<file path="src/rtl/bsp_pkg.sv">
package bsp_pkg;

   localparam int ROW_WIDTH = 8;
   localparam int PIX_W     = 8;
   localparam int PHASE_W   = 3;
   localparam int ROWS_W    = 4;
   localparam int CSR_IDX_W = 2;
   localparam int CSR_DATA_W = 4;

   // register indexes on the csr port
   localparam logic [CSR_IDX_W-1:0] CSR_X_OFFSET   = 2'd0;
   localparam logic [CSR_IDX_W-1:0] CSR_Y_OFFSET   = 2'd1;
   localparam logic [CSR_IDX_W-1:0] CSR_BLOCK_ROWS = 2'd2;

   localparam logic [ROWS_W-1:0] BLOCK_ROWS_RESET = 4'd8;

   typedef logic [PIX_W-1:0] pixel_type;
   typedef pixel_type [ROW_WIDTH-1:0] row_type;

   typedef struct packed {
      pixel_type pix0;
      pixel_type pix1;
      pixel_type pix2;
      pixel_type pix3;
      pixel_type pix4;
      pixel_type pix5;
      pixel_type pix6;
      pixel_type pix7;
      pixel_type pix8;
   } req_type;

   typedef struct packed {
      pixel_type out0;
      pixel_type out1;
      pixel_type out2;
      pixel_type out3;
      pixel_type out4;
      pixel_type out5;
      pixel_type out6;
      pixel_type out7;
      logic      last_row;
   } rsp_type;

   // control carried from the horizontal stage to the vertical stage
   typedef struct packed {
      logic valid;
      logic first;
      logic last;
   } ctl_type;

   // two-tap filter; taps 128-16p and 16p reduce to 8-p and p with a shift of 3
   function automatic pixel_type tap2(input pixel_type a, input pixel_type b,
                                      input logic [PHASE_W-1:0] phase);
      logic [3:0]  w1;
      logic [3:0]  w0;
      logic [11:0] acc;
      w1  = {1'b0, phase};
      w0  = 4'd8 - w1;
      acc = {4'b0, a} * {8'b0, w0} + {4'b0, b} * {8'b0, w1} + 12'd4;
      return acc[10:3];
   endfunction

endpackage

</file>
<file path="src/rtl/bsp_hstage.sv">
module bsp_hstage (
   input  logic                           clock,
   input  logic                           reset,
   input  logic                           req_valid,
   output logic                           req_ready,
   input  bsp_pkg::req_type               req_payload,
   input  logic [bsp_pkg::PHASE_W-1:0]    x_offset,
   input  logic [bsp_pkg::ROWS_W-1:0]     block_rows,
   input  logic                           advance,
   output bsp_pkg::ctl_type               ctl,
   output bsp_pkg::row_type               hrow
);

   bsp_pkg::ctl_type                  ctl_ff, ctl_in;
   bsp_pkg::row_type                  hrow_ff, hrow_in;
   logic [bsp_pkg::ROWS_W-1:0]        count_ff, count_in;
   logic [bsp_pkg::ROWS_W-1:0]        rows;
   bsp_pkg::pixel_type [bsp_pkg::ROW_WIDTH:0] src;
   logic                              take;

   assign src[0] = req_payload.pix0;
   assign src[1] = req_payload.pix1;
   assign src[2] = req_payload.pix2;
   assign src[3] = req_payload.pix3;
   assign src[4] = req_payload.pix4;
   assign src[5] = req_payload.pix5;
   assign src[6] = req_payload.pix6;
   assign src[7] = req_payload.pix7;
   assign src[8] = req_payload.pix8;

   assign req_ready = !ctl_ff.valid || advance;
   assign take      = req_valid && req_ready;
   assign rows      = (block_rows == '0) ? 4'd1 : block_rows;

   always_comb begin
      for (int i = 0; i < bsp_pkg::ROW_WIDTH; i++) begin
         hrow_in[i] = bsp_pkg::tap2(src[i], src[i+1], x_offset);
      end
   end

   always_comb begin
      ctl_in   = ctl_ff;
      count_in = count_ff;
      if (take) begin
         ctl_in.valid = 1'b1;
         ctl_in.first = 1'b0;
         ctl_in.last  = 1'b0;
         if (count_ff == '0) begin
            ctl_in.first = 1'b1;
            count_in     = 4'd1;
         end else if (count_ff >= rows) begin
            ctl_in.last = 1'b1;
            count_in    = '0;
         end else begin
            count_in = count_ff + 4'd1;
         end
      end else if (advance) begin
         ctl_in.valid = 1'b0;
      end
   end

   always_ff @(posedge clock) begin
      if (reset) begin
         ctl_ff   <= '0;
         count_ff <= '0;
      end else begin
         ctl_ff   <= ctl_in;
         count_ff <= count_in;
      end
   end

   always_ff @(posedge clock) begin
      if (take) begin
         hrow_ff <= hrow_in;
      end
   end

   assign ctl  = ctl_ff;
   assign hrow = hrow_ff;

endmodule

</file>
<file path="src/rtl/bsp_vstage.sv">
module bsp_vstage (
   input  logic                           clock,
   input  logic                           reset,
   input  bsp_pkg::ctl_type               ctl,
   input  bsp_pkg::row_type               hrow,
   input  logic [bsp_pkg::PHASE_W-1:0]    y_offset,
   output logic                           advance,
   output logic                           rsp_valid,
   input  logic                           rsp_ready,
   output bsp_pkg::rsp_type               rsp_payload
);

   bsp_pkg::row_type   prev_ff;
   bsp_pkg::row_type   vrow;
   bsp_pkg::rsp_type   rsp_ff, rsp_in;
   logic               rsp_valid_ff;

   // a first row only refreshes the stored row, so it never waits on the output
   assign advance = ctl.valid && (ctl.first || !rsp_valid_ff || rsp_ready);

   always_comb begin
      for (int i = 0; i < bsp_pkg::ROW_WIDTH; i++) begin
         vrow[i] = bsp_pkg::tap2(prev_ff[i], hrow[i], y_offset);
      end
   end

   always_comb begin
      rsp_in.out0     = vrow[0];
      rsp_in.out1     = vrow[1];
      rsp_in.out2     = vrow[2];
      rsp_in.out3     = vrow[3];
      rsp_in.out4     = vrow[4];
      rsp_in.out5     = vrow[5];
      rsp_in.out6     = vrow[6];
      rsp_in.out7     = vrow[7];
      rsp_in.last_row = ctl.last;
   end

   always_ff @(posedge clock) begin
      if (reset) begin
         rsp_valid_ff <= 1'b0;
      end else if (advance && !ctl.first) begin
         rsp_valid_ff <= 1'b1;
      end else if (rsp_ready) begin
         rsp_valid_ff <= 1'b0;
      end
   end

   always_ff @(posedge clock) begin
      if (advance) begin
         prev_ff <= hrow;
      end
      if (advance && !ctl.first) begin
         rsp_ff <= rsp_in;
      end
   end

   assign rsp_valid   = rsp_valid_ff;
   assign rsp_payload = rsp_ff;

endmodule

</file>
<file path="src/rtl/bilinear_subpel_predict_8wide.sv">
// a request passes two register stages, the horizontal stage and then the result register
// throughput: one request per cycle unless rsp stalls; stage 1 waits for stage 2
// the first row of a block gives no result; each later row gives one
// reset: synchronous, active high; clears the row counter and both stage valids,
// sets x_offset and y_offset to 0 and block_rows to 8
module bilinear_subpel_predict_8wide (
   input  logic                              clock,
   input  logic                              reset,
   // request channel: one source row of ROW_WIDTH+1 pixels
   input  logic                              req_valid,
   output logic                              req_ready,
   input  bsp_pkg::req_type                  req_payload,
   // result channel: one predicted row
   output logic                              rsp_valid,
   input  logic                              rsp_ready,
   output bsp_pkg::rsp_type                  rsp_payload,
   // register write port
   input  logic                              csr_write_en,
   input  logic [bsp_pkg::CSR_IDX_W-1:0]     csr_index,
   input  logic [bsp_pkg::CSR_DATA_W-1:0]    csr_wdata
);

   logic [bsp_pkg::PHASE_W-1:0] x_offset_ff;
   logic [bsp_pkg::PHASE_W-1:0] y_offset_ff;
   logic [bsp_pkg::ROWS_W-1:0]  block_rows_ff;

   bsp_pkg::ctl_type            ctl;
   bsp_pkg::row_type            hrow;
   logic                        advance;

   // config registers, to be written only while the pipeline is drained (not enforced)
   always_ff @(posedge clock) begin
      if (reset) begin
         x_offset_ff   <= '0;
         y_offset_ff   <= '0;
         block_rows_ff <= bsp_pkg::BLOCK_ROWS_RESET;
      end else if (csr_write_en) begin
         unique case (csr_index)
            bsp_pkg::CSR_X_OFFSET:   x_offset_ff   <= csr_wdata[bsp_pkg::PHASE_W-1:0];
            bsp_pkg::CSR_Y_OFFSET:   y_offset_ff   <= csr_wdata[bsp_pkg::PHASE_W-1:0];
            bsp_pkg::CSR_BLOCK_ROWS: block_rows_ff <= csr_wdata;
            default: begin
               // unmapped index, write dropped
            end
         endcase
      end
   end

   // stage 1: horizontal taps and row counting, registered
   bsp_hstage u_hstage (
      .clock       (clock),
      .reset       (reset),
      .req_valid   (req_valid),
      .req_ready   (req_ready),
      .req_payload (req_payload),
      .x_offset    (x_offset_ff),
      .block_rows  (block_rows_ff),
      .advance     (advance),
      .ctl         (ctl),
      .hrow        (hrow)
   );

   // stage 2: vertical taps against the stored row, into the result register
   bsp_vstage u_vstage (
      .clock       (clock),
      .reset       (reset),
      .ctl         (ctl),
      .hrow        (hrow),
      .y_offset    (y_offset_ff),
      .advance     (advance),
      .rsp_valid   (rsp_valid),
      .rsp_ready   (rsp_ready),
      .rsp_payload (rsp_payload)
   );

endmodule

</file>
<file path="config.mk">
export PLATFORM = sky130hd
export DESIGN_NAME = bilinear_subpel_predict_8wide
export DESIGN_NICKNAME = d
export VERILOG_FILES = /design/src/rtl/bsp_pkg.sv /design/src/rtl/bsp_hstage.sv /design/src/rtl/bsp_vstage.sv /design/src/rtl/bilinear_subpel_predict_8wide.sv
export SDC_FILE = /design/constraint.sdc
export NUM_CORES = 2
export LEC_CHECK = 0
export ABC_CLOCK_PERIOD_IN_PS = 7900
export BUFFER_PORTS_ARGS = -buffer_cell sky130_fd_sc_hd__buf_4
export CAP_MARGIN = 20
export CORE_ASPECT_RATIO = 1.5
export CORE_MARGIN = 3
export CORE_UTILIZATION = 40
export DETAILED_ROUTE_END_ITERATION = 12
export MAX_ROUTING_LAYER = met4
export PLACE_DENSITY = 0.55
export SLEW_MARGIN = 15
export SYNTH_ARGS = -nofsm -noshare
export SYNTH_HDL_FRONTEND = slang
export SYNTH_SLANG_ARGS = --single-unit
</file>
<file path="constraint.sdc">
create_clock -name clock -period 7.9 [get_ports clock]
set_clock_uncertainty 0.1 [all_clocks]
set_input_delay 0.395 -clock clock [delete_from_list [all_inputs] [get_ports clock]]
set_output_delay 0.395 -clock clock [all_outputs]
set_load 0.1 [all_outputs]
</file>
# After elaboration in Yosys (flattened, before gate mapping)
# Index checks and enable logic that the tools add are counted.
dict set report totals {
  input_bits 83
  register_bits 211
}
dict set report op_classes {
  mul 32
  mux 10
  n_reduce_logical 17
  order_cmp 1
  addsub 35
  eq_ne 2
}
# cell count
set op_table {}
lappend op_table {{11-bit adder} 16}
lappend op_table {{11-bit by 3-bit adder with 11-bit output, second input constant} 16}
lappend op_table {{8-bit by 3-bit multiplier with 11-bit output} 16}
lappend op_table {{8-bit by 4-bit multiplier with 11-bit output} 16}
lappend op_table {{4-bit 2-to-1 mux} 3}
lappend op_table {{4-bit logical NOT} 2}
lappend op_table {{4-bit by 3-bit subtractor with 4-bit output, first input constant} 2}
lappend op_table {{1-bit 2-to-1 mux} 7}
lappend op_table {{2-bit AND reduction} 3}
lappend op_table {{4-bit by 1-bit adder with 4-bit output, second input constant} 1}
lappend op_table {{4-bit >= comparator} 1}
lappend op_table {{2-bit nonzero test} 2}
lappend op_table {{1-bit logical AND} 3}
lappend op_table {{1-bit logical NOT} 3}
lappend op_table {{1-bit logical OR} 3}
lappend op_table {{2-bit by 1-bit == test with 1-bit output, second input constant} 1}
lappend op_table {{2-bit == test, second input constant} 1}
lappend op_table {{2-bit logical NOT} 1}

# Logic depth before layout (Yosys ltp)
dict set report depth {
  depth_word 7
  mapped_depth 22
}

# Modules after synthesis
# A second synthesis with hierarchy kept.
dict set report hier_totals {
  cells_unflattened 3275
  area_unflattened_um2 32504.9
}
# module cells_per_inst seq_area_each_um2 n_inst area_per_inst_um2
set by_module_without_submodules {}
lappend by_module_without_submodules {bsp_vstage 1669 3893.7 1 17101.4}
lappend by_module_without_submodules {bsp_hstage 1567 2062.0 1 14973.1}
lappend by_module_without_submodules {bilinear_subpel_predict_8wide 39 200.2 1 430.4}

# Least setup slack after synthesis
# No wires, ideal clock.
dict set report synth_timing {
  path_type {reg2reg}
  start {reg u_vstage.rsp_valid_ff (netlist: u_vstage.rsp_valid)}
  end {reg u_vstage.rsp_ff, in the netlist u_vstage.rsp_payload[0], enable pin}
  path_buffers 0
  t_arrival_ps 5402
  stages_incl_launch_ff 4
  period_less_slack_ps 5998
  slack_ps 1902
  required_ps 7304
  path_cell_list {dfxtp_1 > nand2b_1 > o21a_1 > nor2b_1}
}
dict set report synth_between {
  elab_chain_len 5
}
# item line_no
set synth_rtl {}
lappend synth_rtl {{from (decl)} bsp_vstage.sv:16} ;# logic rsp_valid_ff;
lappend synth_rtl {{from (signal assigned)} bsp_vstage.sv:41} ;# rsp_valid_ff <= 1'b0;
lappend synth_rtl {{from (signal assigned)} bsp_vstage.sv:43} ;# rsp_valid_ff <= 1'b1;
lappend synth_rtl {{from (signal assigned)} bsp_vstage.sv:45} ;# rsp_valid_ff <= 1'b0;
lappend synth_rtl {{1-bit logical NOT} bsp_vstage.sv:19} ;# assign advance = ctl.valid && (ctl.first || !rsp_valid_ff || rsp_ready);
lappend synth_rtl {{1-bit logical OR (2 in a row)} bsp_vstage.sv:19}
lappend synth_rtl {{1-bit logical AND} bsp_vstage.sv:19}
lappend synth_rtl {{net advance} bilinear_subpel_predict_8wide.sv:29} ;# logic advance;
lappend synth_rtl {{1-bit logical AND} bsp_vstage.sv:53} ;# if (advance && !ctl.first) begin
lappend synth_rtl {{to (signal assigned)} bsp_vstage.sv:54} ;# rsp_ff <= rsp_in;
lappend synth_rtl {{to (decl)} bsp_vstage.sv:15} ;# bsp_pkg::rsp_type rsp_ff, rsp_in;
# The timed path passes the listed nets, and every way through them passes these cells.
# A chain may end at the register's enable or synchronous reset.

==> flow_summary.toml <==
[route]
drt-met1-wl_mm = 32.8
post_drt_via_cell_ratio = 4.79
wl_met2_mm = 36.8
drt-pass1-iter-count = 5
ant_nets = 0
wl_per_cell_um = 16.7
top_layer = "met4"
vias = 21100
wl_met3_mm = 2.16
drtIter0Drc = 784
drc_errors = 0
drt-total-wl_mm = 73.6

[clock_network]
clock_latency_ps = 560
cts_buffers = 23
cts_resized = 0
clock_path_buffers = 3
cts_sinks = 211
htreeDepth = 1
cts_tree = "built"
clkTransAtPathRegs_ps = 70
ctsRootBufferMaster = "clkbuf_16"

[pwr]
p_int_w = 0.00334
clock_power_share_pct = 19.4
p_seq_share_pct = 29.5
p_leak_nw = 17.5
power_frac_comb_pct = 51.1
ir_drop_v = 0.000143
power_switching_w = 0.00255
switching_share_pct = 43.3
power_density_nw_per_um2 = 167

[floorplan]
rows = 127
initial_core_util_pct = 40.4
dieArea_um2 = 84200
coreArea_um2 = 79900
die_y_um = 354
fp.dieW_um = 238
top_level_ports = 150

[yosys]
syn_area_um2 = 32300
synth_cell_type_count = 62
synth_compound_area_share_pct = 4.99
ys.flop_type = "edfxtp_1"
synth.avg_cell_area_um2 = 9.93
yosys.area_share.simple_pct = 18.6
synth-xor-area-share_pct = 4.12
syn_inst = 3252
synth_fa_ha_area_share_pct = 44.2
synth-seq-area-share_pct = 19.1
synth_edf_count = 193
yosysWarnings = 0
synth_fp_nets = 4159
synth.area.mux_share_pct = 0.403
synth_top_family_by_area = "adder cells"
ys_async_sr_fraction_pct = 0
synth_seq_cells = 211

[placement]
dpl.hpwl_mm = 59.3
dp_cells = 4362
placed_area_um2 = 34500
gp_congestion = 0.813
io_buffers = 149

[cells_and_area]
final_cell_area_um2 = 35300
num-nets-final = 4264
fin_cells = 4407
area_growth_pct = 9.49
drive_gt1_share_pct = 7.41
regArea_um2 = 6170
fillers = 7818
multiInputGateArea_um2 = 23400

[sta]
fin_crit_ps = 6100
worstMarginPinSlew_ps = 910
slew_headroom_pct = 39.1
fmax_mhz = 164
hold_viol = 0
fin_tns_setup_ps = 0
setup_viol = 0
post-route-period-util_pct = 77.3
grt_setup_unrepaired = "false"
maxSlewViolCount = 0
holdWs_ps = 57.6

[job]
max-cap-violations = 0

[setup_path]
reg2reg_depth = 18
crit_path_end_kind = "flop"
worstPathMaxFanout = 34
cp.arrival_ps = 6310
start_kind = "flop"
startpoint = "y_offset_ff[0]"
timing.rr.start = "y_offset_ff[0]"
path_class = "flop to flop"
regToRegEndpoint = "u_vstage.rsp_payload[56]"
cp.required_ps = 8100
reg2reg_slack_ps = 1800

[hold_path]
hold_depth = 3
hold_path.class = "primary input to flop"
hold_path_startpoint = "csr_wdata[2]"
whs_endpoint = "block_rows_ff[2]"

[global_route]
grt_pass1_vias = 22800
overflow = 0
grt_usage_pct = 18.8
grt_start_max_net_pins = 68
antenna_found_initial = 0
grt_pass1_wl_mm = 123

[outcome]
status = "completed"
worst max path at each step:
stage | depth (start not counted) | end
2_1_floorplan | 3 | u_vstage.rsp_payload[0]
3_3_place_gp | 18 | u_vstage.rsp_payload[64]
3_5_place_dp | 18 | u_vstage.rsp_payload[64]
4_1_cts | 18 | u_vstage.rsp_payload[64]
5_1_grt | 18 | u_vstage.rsp_payload[64]
6_report | 18 | u_vstage.rsp_payload[56]
power groups by stage:
stage / logic, W / clock network [W] / registers, W
after detailed placement: 0.00305 / 0 / 0.00177
final: 0.00301 / 0.00114 / 0.00174
after floorplan: 0.00191 / 0 / 0.00205
after global placement: 0.00302 / 0 / 0.00177
after global routing: 0.00345 / 0.00123 / 0.00177
after CTS: 0.00307 / 0.00119 / 0.00174
repair_timing:
| action | 4_1_cts | 5_1_grt |
|---|---|---|
| hold buffers | 2 | 0 |
| hold endpoints to repair | 3 | 0 |
| setup buffers | 0 | 0 |
kinds of logic after synthesis:
logic type / after synthesis
adders and majority gates: 824
buffers and inverters: 736
and+or+nand+nor: 1097
AOI/OAI and AO/OA: 221
DFF: 211
xor gates and xnor gates: 150
muxes: 13
worst max-delay path: stages (launching register included):
cell      delay, ps
dfxtp_4         340
inv_1            60
ha_1            260
xnor2_2         720
buf_4           520
and2_1          210
fa_1            440
fa_1            550
inv_1            50
fa_1            450
fa_1            480
inv_1            40
ha_1            320
a41oi_1         210
o21ai_0         130
o21a_1          230
o21a_1          220
o2111a_1        230
a311o_1         270
cells in the final DEF (no fill, tap or decap), types with 7 or more instances in the layout:
cell and instances:
inv_1 640, and2_1 626, fa_1 528, ha_1 296
nand2_1 237, edfxtp_1 193, buf_4 173, xnor2_1 123
nor2_1 99, a21oi_1 60, o21ai_0 34, o21a_1 32
nor3_1 31, xor2_1 23, clkbuf_16 23, nand3_1 22
a21o_1 19, nor2b_1 18, nand2b_1 16, mux2i_1 13
dfxtp_1 12, and3_1 10, nand3b_1 10, o21bai_1 10
a211oi_1 8, or3_1 8, and3b_1 7
state kept, by name (all words and copies together), names as in the netlist:
signal,flops
y_offset_ff,3
x_offset_ff,3
u_hstage.hrow,64
u_vstage.prev_ff,64
u_hstage.ctl,3
u_vstage.rsp_valid,1
u_hstage.count_ff,4
u_vstage.rsp_payload,65
block_rows_ff,4
cell type report:
| cell class | instances | area share (%) |
|---|---|---|
| sequential | 211 | 17.4 |
| clock buffer | 26 | 1.72 |
| timing repair buffer | 175 | 3.73 |
| clock inverter | 16 | 0.489 |
| multi-input combinational | 2305 | 66.1 |
| antenna | 1 | 0.00708 |
| inverter | 641 | 6.81 |
| tap | 1032 | 3.65 |
routing by layer:
layer	vias to the layer above	GRT usage [%]
met3	69	1.74
met5	-	-
li1	10200	-
met1	10600	24.1
met4	0	4.70
met2	240	32.2
cell usage after synthesis (3+ instances only):
cell       number  area share (%)
inv_1         641             7.5
and2_1        626              12
fa_1          528              33
ha_1          296              11
nand2_1       237             2.8
edfxtp_1      193              18
xnor2_1       125             3.4
nor2_1        100             1.2
clkbuf_1       83            0.97
a21oi_1        60            0.93
o21ai_0        34            0.53
o21a_1         33            0.77
nor3_1         31            0.48
xor2_1         23            0.62
nand3_1        22            0.34
a21o_1         19            0.44
nor2b_1        19            0.37
dfxtp_1        18             1.1
nand2b_1       16            0.31
mux2i_1        13            0.40
and3_1         10            0.19
nand3b_1       10            0.23
o21bai_1       10            0.23
a211oi_1        8            0.19
or3_1           8            0.16
and3b_1         7            0.19
buf_1           6           0.070
a221o_1         5            0.16
a311o_1         5            0.16
a311oi_1        4            0.11
o21ai_1         4           0.062
o2bb2ai_1       4            0.11
o41ai_4         4            0.34
buf_4           3           0.070
o31a_1          3           0.081
o31ai_1         3           0.070
o31ai_2         3            0.12
metrics by stage:
stage / util, % / worst slack (ps) / power (W)
2_1_floorplan: - / 1900 / 0.00396
3_3_place_gp: 43.2 / 1850 / 0.00479
3_5_place_dp: 43.2 / 1730 / 0.00482
4_1_cts: 44.2 / 1710 / 0.00601
5_1_grt: 44.2 / 1350 / 0.00644
6_report: 44.2 / 1800 / 0.00589
Power figures use the tool's default switching activity.
